File: config.mk
export PLATFORM = sky130hd
export DESIGN_NAME = pocsag_message_encoder_top
export DESIGN_NICKNAME = d
export VERILOG_FILES = /design/src/hw/rtl/pme_pkg.sv /design/src/hw/rtl/pme_bch.sv /design/src/hw/rtl/pme_datapath.sv /design/src/hw/rtl/pme_ctrl.sv /design/src/hw/rtl/pocsag_message_encoder_top.sv
export SDC_FILE = /design/constraint.sdc
export NUM_CORES = 1
export LEC_CHECK = 0
export BUFFER_PORTS_ARGS = -buffer_cell sky130_fd_sc_hd__buf_2
export CELL_PAD_IN_SITES_DETAIL_PLACEMENT = 1
export CELL_PAD_IN_SITES_GLOBAL_PLACEMENT = 2
export CORE_MARGIN = 2
export CORE_UTILIZATION = 43
export DETAILED_ROUTE_END_ITERATION = 12
export HOLD_SLACK_MARGIN = 0.02
export PLACE_DENSITY = 0.92
export SYNTH_ARGS = -nofsm -noshare
export SYNTH_HDL_FRONTEND = slang
export SYNTH_HIERARCHICAL = 1
export SYNTH_SLANG_ARGS = --single-unit
File: constraint.sdc
create_clock -name clk -period 8.6 [get_ports clk]
set_clock_uncertainty 0.2 [all_clocks]
set_input_delay 1.72 -clock clk [delete_from_list [all_inputs] [get_ports clk]]
set_output_delay 1.72 -clock clk [all_outputs]
set_load 0.02 [all_outputs]
File: src/hw/rtl/pme_pkg.sv
// Shared types and constants for the POCSAG message encoder.
// No dependencies; every other file of the block imports this package.
package pme_pkg;

  // Fixed codeword constants of the paging format.
  localparam logic [31:0] SYNC_WORD = 32'h7CD2_15D8;
  localparam logic [31:0] IDLE_WORD = 32'h7A89_C197;
  localparam logic [31:0] DATA_MASK = 32'hFFFF_F800;
  localparam logic [10:0] BCH_POLY = 11'h769;

  // Numeric pad pattern: the space code 0011 repeated, first bit at the MSB.
  localparam logic [19:0] NUM_PAD_PATTERN = 20'h33333;
  localparam logic [3:0] NUM_SPACE = 4'hC;
  localparam logic [6:0] ALPHA_MASK = 7'h7F;

  // Configuration register indexes.
  localparam logic [1:0] CFG_PAGER_ADDRESS = 2'd0;
  localparam logic [1:0] CFG_FUNCTION_CODE = 2'd1;
  localparam logic [1:0] CFG_ALPHA_MODE = 2'd2;

  // Which codeword the datapath builds for the BCH unit.
  typedef enum logic [2:0] {
    WORD_SYNC,
    WORD_IDLE,
    WORD_ADDR,
    WORD_MSG,
    WORD_PAD
  } word_kind_t;

  // Controller states.
  typedef enum logic [2:0] {
    ST_IDLE,
    ST_LEAD,
    ST_CHAR,
    ST_PAD,
    ST_FILL0,
    ST_FILL,
    ST_BUSY,
    ST_DRAIN
  } state_t;

  // Commands from the controller to the datapath.
  typedef struct packed {
    logic       load_item;
    logic       append;
    logic       emit;
    word_kind_t kind;
    logic       commit;
    logic       drain;
    logic       finish;
  } pme_cmd_t;

  // Status from the datapath to the controller.
  typedef struct packed {
    logic address_sent;
    logic sync_pending;
    logic slot_at_target;
    logic slot_zero;
    logic item_valid;
    logic item_last;
    logic char_fills;
    logic pb_nonzero;
    logic bch_done;
    logic held_valid;
    logic out_free;
  } pme_status_t;

endpackage

File: src/hw/rtl/pme_bch.sv
// BCH(31,21) check bit and even parity unit, seven divider steps per cycle.
// Depends on pme_pkg for the generator polynomial and the data mask.
module pme_bch (
  input  logic        clk,
  input  logic        rst,
  input  logic        start,
  input  logic [31:0] data_in,
  output logic        done,
  output logic [31:0] result
);
  import pme_pkg::*;

  logic [31:0] data;
  logic [31:0] sr;
  logic [1:0]  cnt;
  logic        busy;
  logic [31:0] pre;

  // Seven steps of the shift-register division.
  function automatic logic [31:0] step7(input logic [31:0] v);
    logic [31:0] s;
    s = v;
    for (int k = 0; k < 7; k++) begin
      if (s[31]) begin
        s = s ^ {BCH_POLY, 21'b0};
      end
      s = s << 1;
    end
    return s;
  endfunction

  // Division runs while busy after start; done rises when it ends and holds until the next start.
  always_ff @(posedge clk) begin
    if (rst) begin
      busy <= 1'b0;
      done <= 1'b0;
      cnt <= 2'd0;
    end else if (start) begin
      busy <= 1'b1;
      done <= 1'b0;
      cnt <= 2'd0;
    end else if (busy) begin
      cnt <= cnt + 2'd1;
      if (cnt == 2'd2) begin
        busy <= 1'b0;
        done <= 1'b1;
      end
    end
  end

  // Payload registers need no reset.
  always_ff @(posedge clk) begin
    if (start) begin
      data <= data_in & DATA_MASK;
      sr <= data_in & DATA_MASK;
    end else if (busy) begin
      sr <= step7(sr);
    end
  end

  // Check bits join the data, then parity makes the word even.
  assign pre = data | {21'b0, sr[31:21]};
  assign result = pre | {31'b0, ^pre};

endmodule

File: src/hw/rtl/pme_datapath.sv
// Datapath of the POCSAG encoder: configuration, message state, word builder,
// hold and output registers. Depends on pme_pkg and instantiates pme_bch.
module pme_datapath (
  input  logic                 clk,
  input  logic                 rst,
  input  logic                 cfg_write_en,
  input  logic [1:0]           cfg_index,
  input  logic [20:0]          cfg_data,
  input  logic [7:0]           character,
  input  logic                 char_valid,
  input  logic                 message_last,
  input  logic                 out_stall,
  input  pme_pkg::pme_cmd_t    cmd,
  output pme_pkg::pme_status_t status,
  output logic                 out_valid,
  output logic [31:0]          codeword,
  output logic                 run_last,
  output logic                 transmission_end
);
  import pme_pkg::*;

  // Configuration registers.
  logic [20:0] pager_address;
  logic [1:0]  func_code;
  logic        alpha_mode;

  // Message state.
  logic [19:0] payload_accum;
  logic [4:0]  payload_bits;
  logic [3:0]  slot_index;
  logic        sync_pending;
  logic        address_sent;

  // Captured item.
  logic [7:0] item_char;
  logic       item_valid;
  logic       item_last;

  // Hold register keeps one word back so the final flag can be set.
  logic        held_valid;
  logic [31:0] held_word;

  logic        bch_done;
  logic [31:0] bch_result;
  logic [31:0] raw_word;

  logic [3:0]  num_code;
  logic [6:0]  alpha_bits;
  logic [6:0]  chunk;
  logic [2:0]  chunk_len;
  logic [26:0] joined;
  logic [4:0]  total;
  logic [2:0]  spill;
  logic [26:0] shifted;
  logic [19:0] msg_payload;
  logic [19:0] rem_bits;
  logic [4:0]  pad_len;
  logic [19:0] pad_payload;
  logic        out_free;

  // Numeric character code.
  function automatic logic [3:0] numeric_code(input logic [7:0] c);
    logic [3:0] r;
    if (c >= 8'h30 && c <= 8'h39) begin
      r = c[3:0];
    end else if (c == 8'h55) begin
      r = 4'hB;
    end else if (c == 8'h20) begin
      r = NUM_SPACE;
    end else if (c == 8'h2D) begin
      r = 4'hD;
    end else if (c == 8'h5D) begin
      r = 4'hE;
    end else if (c == 8'h5B) begin
      r = 4'hF;
    end else begin
      r = 4'hA;
    end
    return r;
  endfunction

  // Character bits in send order, first bit at the top of the chunk.
  always_comb begin
    num_code = numeric_code(item_char);
    alpha_bits = item_char[6:0] & ALPHA_MASK;
    if (alpha_mode) begin
      chunk = {alpha_bits[0], alpha_bits[1], alpha_bits[2], alpha_bits[3],
               alpha_bits[4], alpha_bits[5], alpha_bits[6]};
      chunk_len = 3'd7;
    end else begin
      chunk = {3'b0, num_code[0], num_code[1], num_code[2], num_code[3]};
      chunk_len = 3'd4;
    end
  end

  // Append the chunk; when 20 bits are reached the top 20 form the word.
  always_comb begin
    joined = ({7'b0, payload_accum} << chunk_len) | {20'b0, chunk};
    total = payload_bits + {2'b0, chunk_len};
    spill = 3'(total - 5'd20);
    shifted = joined >> spill;
    msg_payload = shifted[19:0];
    rem_bits = joined[19:0] & ((20'd1 << spill) - 20'd1);
  end

  // Flush padding: zeros in alpha mode, repeated spaces in numeric mode.
  always_comb begin
    pad_len = 5'd20 - payload_bits;
    pad_payload = payload_accum << pad_len;
    if (!alpha_mode) begin
      pad_payload = pad_payload | (NUM_PAD_PATTERN & ((20'd1 << pad_len) - 20'd1));
    end
  end

  // Word handed to the BCH unit.
  always_comb begin
    unique case (cmd.kind)
      WORD_SYNC: raw_word = SYNC_WORD;
      WORD_IDLE: raw_word = IDLE_WORD;
      WORD_ADDR: raw_word = {1'b0, pager_address[20:3], func_code, 11'b0};
      WORD_MSG:  raw_word = {1'b1, msg_payload, 11'b0};
      WORD_PAD:  raw_word = {1'b1, pad_payload, 11'b0};
      default:   raw_word = IDLE_WORD;
    endcase
  end

  pme_bch u_bch (
    .clk     (clk),
    .rst     (rst),
    .start   (cmd.emit),
    .data_in (raw_word),
    .done    (bch_done),
    .result  (bch_result)
  );

  // Configuration writes.
  always_ff @(posedge clk) begin
    if (rst) begin
      pager_address <= 21'd8;
      func_code <= 2'd0;
      alpha_mode <= 1'b0;
    end else if (cfg_write_en) begin
      unique case (cfg_index)
        CFG_PAGER_ADDRESS: pager_address <= cfg_data;
        CFG_FUNCTION_CODE: func_code <= cfg_data[1:0];
        CFG_ALPHA_MODE:    alpha_mode <= cfg_data[0];
        default: ;
      endcase
    end
  end

  // Captured input item.
  always_ff @(posedge clk) begin
    if (cmd.load_item) begin
      item_char <= character;
      item_valid <= char_valid;
      item_last <= message_last;
    end
  end

  // Message state; slot side effects are taken when a word is issued.
  always_ff @(posedge clk) begin
    if (rst || cmd.finish) begin
      payload_accum <= 20'd0;
      payload_bits <= 5'd0;
      slot_index <= 4'd0;
      sync_pending <= 1'b1;
      address_sent <= 1'b0;
    end else if (cmd.append) begin
      payload_accum <= joined[19:0];
      payload_bits <= total;
    end else if (cmd.emit) begin
      if (cmd.kind == WORD_SYNC) begin
        sync_pending <= 1'b0;
      end else begin
        slot_index <= slot_index + 4'd1;
        if (slot_index == 4'd15) begin
          sync_pending <= 1'b1;
        end
      end
      if (cmd.kind == WORD_ADDR) begin
        address_sent <= 1'b1;
      end
      if (cmd.kind == WORD_MSG) begin
        payload_accum <= rem_bits;
        payload_bits <= {2'b0, spill};
      end
      if (cmd.kind == WORD_PAD) begin
        payload_accum <= 20'd0;
        payload_bits <= 5'd0;
      end
    end
  end

  // Hold register and output register.
  assign out_free = !out_valid || !out_stall;

  always_ff @(posedge clk) begin
    if (rst) begin
      held_valid <= 1'b0;
      out_valid <= 1'b0;
    end else begin
      if (cmd.commit) begin
        held_valid <= 1'b1;
      end else if (cmd.drain) begin
        held_valid <= 1'b0;
      end
      if ((cmd.commit && held_valid) || cmd.drain) begin
        out_valid <= 1'b1;
      end else if (!out_stall) begin
        out_valid <= 1'b0;
      end
    end
  end

  always_ff @(posedge clk) begin
    if (cmd.commit) begin
      held_word <= bch_result;
    end
    if (cmd.commit && held_valid) begin
      codeword <= held_word;
      run_last <= 1'b0;
      transmission_end <= 1'b0;
    end else if (cmd.drain) begin
      codeword <= held_word;
      run_last <= 1'b1;
      transmission_end <= item_last;
    end
  end

  // Status to the controller.
  always_comb begin
    status.address_sent = address_sent;
    status.sync_pending = sync_pending;
    status.slot_at_target = (slot_index == {pager_address[2:0], 1'b0});
    status.slot_zero = (slot_index == 4'd0);
    status.item_valid = item_valid;
    status.item_last = item_last;
    status.char_fills = (total >= 5'd20);
    status.pb_nonzero = (payload_bits != 5'd0);
    status.bch_done = bch_done;
    status.held_valid = held_valid;
    status.out_free = out_free;
  end

endmodule

File: src/hw/rtl/pme_ctrl.sv
// Controller state machine of the POCSAG encoder: sequences lead-in words,
// character words, padding and batch fill. Depends on pme_pkg.
module pme_ctrl (
  input  logic                 clk,
  input  logic                 rst,
  input  logic                 in_valid,
  output logic                 in_stall,
  input  pme_pkg::pme_status_t status,
  output pme_pkg::pme_cmd_t    cmd
);
  import pme_pkg::*;

  state_t state, state_next;
  state_t ret, ret_next;

  // State and return registers.
  always_ff @(posedge clk) begin
    if (rst) begin
      state <= ST_IDLE;
      ret <= ST_IDLE;
    end else begin
      state <= state_next;
      ret <= ret_next;
    end
  end

  // Next state and commands.
  always_comb begin
    state_next = state;
    ret_next = ret;
    cmd = '0;
    cmd.kind = WORD_IDLE;
    in_stall = 1'b1;
    unique case (state)
      ST_IDLE: begin
        in_stall = 1'b0;
        if (in_valid) begin
          cmd.load_item = 1'b1;
          state_next = ST_LEAD;
        end
      end
      // Sync, idles up to the address slot, then the address word.
      ST_LEAD: begin
        if (status.address_sent) begin
          state_next = ST_CHAR;
        end else begin
          cmd.emit = 1'b1;
          if (status.sync_pending) begin
            cmd.kind = WORD_SYNC;
          end else if (!status.slot_at_target) begin
            cmd.kind = WORD_IDLE;
          end else begin
            cmd.kind = WORD_ADDR;
          end
          ret_next = ST_LEAD;
          state_next = ST_BUSY;
        end
      end
      // Append the character, issuing a message word when it fills one.
      ST_CHAR: begin
        if (!status.item_valid) begin
          state_next = ST_PAD;
        end else if (!status.char_fills) begin
          cmd.append = 1'b1;
          state_next = ST_PAD;
        end else begin
          cmd.emit = 1'b1;
          state_next = ST_BUSY;
          if (status.sync_pending) begin
            cmd.kind = WORD_SYNC;
            ret_next = ST_CHAR;
          end else begin
            cmd.kind = WORD_MSG;
            ret_next = ST_PAD;
          end
        end
      end
      // At message end, pad and send a partly filled word.
      ST_PAD: begin
        if (!status.item_last) begin
          state_next = ST_DRAIN;
        end else if (status.pb_nonzero) begin
          cmd.emit = 1'b1;
          cmd.kind = status.sync_pending ? WORD_SYNC : WORD_PAD;
          ret_next = ST_PAD;
          state_next = ST_BUSY;
        end else begin
          state_next = ST_FILL0;
        end
      end
      // First fill word always goes out; it opens a new batch if due.
      ST_FILL0: begin
        cmd.emit = 1'b1;
        cmd.kind = status.sync_pending ? WORD_SYNC : WORD_IDLE;
        ret_next = status.sync_pending ? ST_FILL0 : ST_FILL;
        state_next = ST_BUSY;
      end
      // Remaining idles up to the end of the batch.
      ST_FILL: begin
        if (status.slot_zero) begin
          state_next = ST_DRAIN;
        end else begin
          cmd.emit = 1'b1;
          cmd.kind = WORD_IDLE;
          ret_next = ST_FILL;
          state_next = ST_BUSY;
        end
      end
      // Wait for the BCH unit and room to move the held word on.
      ST_BUSY: begin
        if (status.bch_done && (!status.held_valid || status.out_free)) begin
          cmd.commit = 1'b1;
          state_next = ret;
        end
      end
      // Release the held word as the last of this request.
      ST_DRAIN: begin
        if (!status.held_valid) begin
          cmd.finish = status.item_last;
          state_next = ST_IDLE;
        end else if (status.out_free) begin
          cmd.drain = 1'b1;
          cmd.finish = status.item_last;
          state_next = ST_IDLE;
        end
      end
      default: state_next = ST_IDLE;
    endcase
  end

endmodule

File: src/hw/rtl/pocsag_message_encoder_top.sv
// Top level of the POCSAG message encoder.
// Depends on pme_pkg; instantiates pme_ctrl and pme_datapath.
//
// Usage: message characters arrive on the input channel (in_valid/in_stall)
// as one request each, with char_valid and message_last. The block returns
// 32-bit codewords on the output channel (out_valid/out_stall) in send
// order: sync words, idle fill, the address word, message words with BCH
// check bits and even parity. run_last marks the last codeword caused by a
// request and transmission_end the last codeword of a message.
// Configuration (pager address, function code, alpha mode) is written on
// cfg_write_en/cfg_index/cfg_data between messages.
// Codewords are made one at a time: the controller issues a word, the BCH
// divider runs seven division steps per cycle, and the word is retired
// before the next is issued. One codeword waits in a hold register until the
// next is made, so the final flags are known when it is released.
// A stalled receiver backs up into the hold register and the controller
// waits; no codeword is lost. Reset clears the message state, loads the
// default configuration (address 8, function 0, numeric) and empties the
// output.
module pocsag_message_encoder_top (
  input  logic        clk,
  input  logic        rst,
  input  logic        in_valid,
  output logic        in_stall,
  input  logic [7:0]  character,
  input  logic        char_valid,
  input  logic        message_last,
  output logic        out_valid,
  input  logic        out_stall,
  output logic [31:0] codeword,
  output logic        run_last,
  output logic        transmission_end,
  input  logic        cfg_write_en,
  input  logic [1:0]  cfg_index,
  input  logic [20:0] cfg_data
);
  import pme_pkg::*;

  pme_cmd_t    cmd;
  pme_status_t status;

  pme_ctrl u_ctrl (
    .clk      (clk),
    .rst      (rst),
    .in_valid (in_valid),
    .in_stall (in_stall),
    .status   (status),
    .cmd      (cmd)
  );

  pme_datapath u_datapath (
    .clk              (clk),
    .rst              (rst),
    .cfg_write_en     (cfg_write_en),
    .cfg_index        (cfg_index),
    .cfg_data         (cfg_data),
    .character        (character),
    .char_valid       (char_valid),
    .message_last     (message_last),
    .out_stall        (out_stall),
    .cmd              (cmd),
    .status           (status),
    .out_valid        (out_valid),
    .codeword         (codeword),
    .run_last         (run_last),
    .transmission_end (transmission_end)
  );

endmodule

**Word level (Yosys, flattened, before mapping)**

Index checks and enable logic that the tools add are counted.

- $add $sub $neg: 7
- Magnitude comparators: 3
- Eq/ne operators: 30
- Shifts and indexed selects: 5
- Mux-type cells: 93
- Bitwise operators: 14
- Reduce and logical (&&, ||, !) cells: 34

Operators by type and width:

| cell | number |
|---|---|
| $mux 31 | 19 |
| $mux 32 | 4 |
| $pmux 32 s4 | 1 |
| $mux 20 | 5 |
| $mux 3 | 16 |
| $not 6->6 | 7 |
| $mux 4 | 10 |
| $or 32x1->32 | 1 |
| $or 32x11->32 | 1 |
| $reduce_xor 32->1 | 1 |
| $or 27x7->27 | 1 |
| $shl 20x3->27 | 1 |
| $shr 27x3->20 | 1 |
| $mux 5 | 5 |
| $eq 8x7->1 const B | 3 |
| $pmux 3 s8 | 1 |
| $mux 1 | 22 |
| $and 20x20->20 | 1 |
| $or 20x18->20 | 1 |
| $pmux 4 s5 | 1 |
| $shl 1x3->20 const A | 1 |
| $shl 20x5->20 | 1 |
| $sub 20x1->20 const B | 1 |
| $shl 1x5->18 const A | 1 |
| other kinds (37) | 80 |

- Flip-flop bits (word level): 195
- Bits of input ports: 38
- Output and inout port bits: 36
- Logic and storage cells: 211

**Longest topological paths before layout**

- Depth in word-level cells: 31
- Gate-level depth with buffers: 17
- Depth with buffers taken out: 15

**By module**

Netlist, hierarchy kept.

By module, submodules not included:

| module | times used | cells an instance | area an instance (um2) | seq. area each (um2) |
|---|---|---|---|---|
| pme_datapath | 1 | 880 | 8386.8 | 3403.3 |
| pme_bch | 1 | 174 | 2352.3 | 1341.3 |
| pme_ctrl | 1 | 76 | 539.3 | 120.1 |

**Worst setup path before layout**

OpenSTA, ideal clock, no wires.

- Kind: in2reg
- From: input out_stall
- To: register u_datapath.codeword[0], enable pin
- Setup time: 0.390 ns
- Data arrival time: 5.592 ns
- Data required time: 8.010 ns
- Slack: 2.418 ns
- Stages: 7
- Path buffers: 1
- Cells stage by stage: nand2_1 buf_4 nand2b_1 nand2_1 nor3_1 nand2_1 nand2_1

RTL lines:

| element | line | source |
|---|---|---|
| start, declared | pocsag_message_encoder_top.sv:29 | `input logic out_stall,` |
| end signal, assigned | pme_datapath.sv:221 | `codeword <= held_word;` |
| end signal, assigned | pme_datapath.sv:225 | `codeword <= held_word;` |
| end, declared | pme_datapath.sv:16 | `output logic [31:0] codeword,` |

==> run metrics <==
outcome=finished clean; most frequent cells in the layout=123 x nand2_1, 116 x edfxtp_1, 85 x nor2_1, 80 x a21oi_1, 73 x buf_2; Rel. slew slack=0.306; mapped cell area=11300 µm²; Combinational Power Share=0.404; port bufs=73; Mapped Cells=1128; initial antenna violation count=0; Detailed Place HPWL=23800 µm; Slew @ Worst Pin=1.04 ns; WHS Endpoint=u_datapath/codeword[25]; Hold Fails Final Rpt=0; H-tree depth=4; Clk pin slew, worst setup/hold paths=0.09 ns; WL final=32900 µm; r2r startpoint=u_datapath/payload_bits[0]; DRC=0; Max-Cap Viols=0; final setup TNS=0 ns; CTS tree=built; initial core utilization=0.435; Placed Instances=1433; total global-route track usage=0.239; Worst EP required=8.71 ns; grt ovf=0; clock tree buffer depth=2; Seq. cell area=4870 µm²; Leak=4.22 nW; die height=166 µm; drt via density=5.90; CP most frequent cell=nor2_1; worst-path fanout max=21; Pwr Total=3.73 mW; total power divided by cell area=309 nW/µm²; NetSw=1.49 mW; area of the multi-input gates=5600 µm²; area delta synth->final=7.33%; Avg Inst Size Synth=9.99 µm²; die area=27500 µm²; FF-to-FF End=u_datapath/u_bch/sr[11]; vias in the first global route=8563; RSZ-0062 raised after global routing=false; root buf cell=clkbuf_16; Num CTS Buffers=17; Fmax=174 MHz; critical path's top delay family=simple AND/OR/NAND/NOR gates; Internal Power=2.25 mW; Rows=59; worst r2r path cells=10; Worst VDD drop=0.210 mV; Ys Warns=6; largest net degree at the start of global routing=57; Buf+Inv Stages, Crit Path=1; io pins=74; ratio of final minimum period to clock period=0.669; CP Capture Type=flip-flop; Die W=166 µm; post-layout min period=5.75 ns; # diodes=0; sw frac=0.398; DR vias=8642; crit path DAT=5.86 ns; FILL cells=2885; cts hold-fix bufs=0; Finished Layout Cells=1465; Post-CTS Setup Inserts=0; worst path cell trace=clkinv_1 > ha_1 > nand3b_1 > nand4_2 > nor2_1 > or3b_1 > nor2_1 > a32oi_1 > o211ai_1 > and2_1; layout cell share with drive strength beyond 1=0.186; final-stage net count=1169; DRT Pass-1 Iters=5; Core Box Area=25900 µm²; commonest non-fill, non-tap cell in the layout=nand2_1; reg-to-reg slack, setup=2.85 ns; worst skew pair latency=0.45 ns; final setup vio count=0; CTS resizes=0; Clock Power Share=0.227; Worst Setup Path Type=flip-flop to flip-flop; worst hold margin=0.222 ns; first-pass GRT wire length=51200 µm; antenna-violating nets left=0; pins over their slew limit=0; Worst setup SP type=flip-flop; HP Class=flip-flop to flip-flop; Syn Nets=1180; Crit-path slowest cell=dfxtp_1; CTS sink cnt=185; WHS Path Cells=0; sequential share of power=0.369; beginning of the worst hold path=u_datapath/held_word[25]; drt first-iter violations=735; Placer Congestion=0.960; Routed WL per cell=22.5 µm; max incr delay on CP=0.89 ns
worst register-to-register path, stage by stage (launching register included):
cell and delay [ns]:
dfxtp_1 0.89, clkinv_1 0.73, ha_1 0.54, nand3b_1 0.32
nand4_2 0.20, nor2_1 0.70, or3b_1 0.76, nor2_1 0.62
a32oi_1 0.24, o211ai_1 0.22, and2_1 0.18
layout make-up:
cell class | instances | area share
Clock buffer | 17 | 0.0352
Clock inverter | 15 | 0.0167
Timing Repair Buffer | 86 | 0.0383
Multi-Input combinational cell | 796 | 0.463
Inverter | 31 | 0.00962
Sequential cell | 185 | 0.402
Tap cell | 335 | 0.0347
how the worst max path moves through the flow:
stage	start	endpoint	slack, ns	depth (start not counted)
2_1_floorplan	out_stall	u_datapath/codeword[0]	2.42	7
3_3_place_gp	u_datapath/alpha_mode	u_datapath/u_bch/sr[11]	3.25	15
3_5_place_dp	u_datapath/payload_bits[0]	u_datapath/u_bch/sr[11]	3.02	10
4_1_cts	u_datapath/payload_bits[0]	u_datapath/u_bch/sr[11]	2.95	10
5_1_grt	u_datapath/payload_bits[0]	u_datapath/u_bch/sr[11]	2.53	10
6_report	u_datapath/payload_bits[0]	u_datapath/u_bch/sr[11]	2.85	10
registers in the layout (all words and copies together), names as in the netlist, 4 cells and up:
signal	flops
u_datapath/codeword	32
u_datapath/held_word	32
u_datapath/pager_address	21
u_datapath/u_bch/data	21
u_datapath/u_bch/sr	21
u_datapath/payload_accum	20
u_datapath/item_char	8
u_datapath/payload_bits	5
u_datapath/slot_index	4
power by group through the flow:
stage               registers, mW  clock network, mW  logic (mW)
floorplan                    1.30                  0        1.26
global placement             1.38                  0        1.39
detailed placement           1.39                  0        1.48
CTS                          1.38              0.864        1.51
global route                 1.39              0.896        1.63
finish                       1.38              0.846        1.51
layer usage:
metal / vias up / track usage / routed length (µm)
met1: 4307 / 0.326 / 14800
met3: 57 / 0.0388 / 1690
li1: 4013 / - / -
met5: - / 0 / 0
met4: 0 / 0.0756 / 893
met2: 265 / 0.390 / 15500
per-stage QoR:
| stage | util | instance area, µm² | setup slack (ns) |
|---|---|---|---|
| 4_1_cts | 0.467 | 12100 | 2.95 |
| 2_1_floorplan | - | 11300 | 2.42 |
| 3_3_place_gp | 0.443 | 11500 | 3.25 |
| 3_5_place_dp | 0.443 | 11500 | 3.02 |
| 6_report | 0.467 | 12100 | 2.85 |
| 5_1_grt | 0.467 | 12100 | 2.53 |
Power figures use the tool's default switching activity.
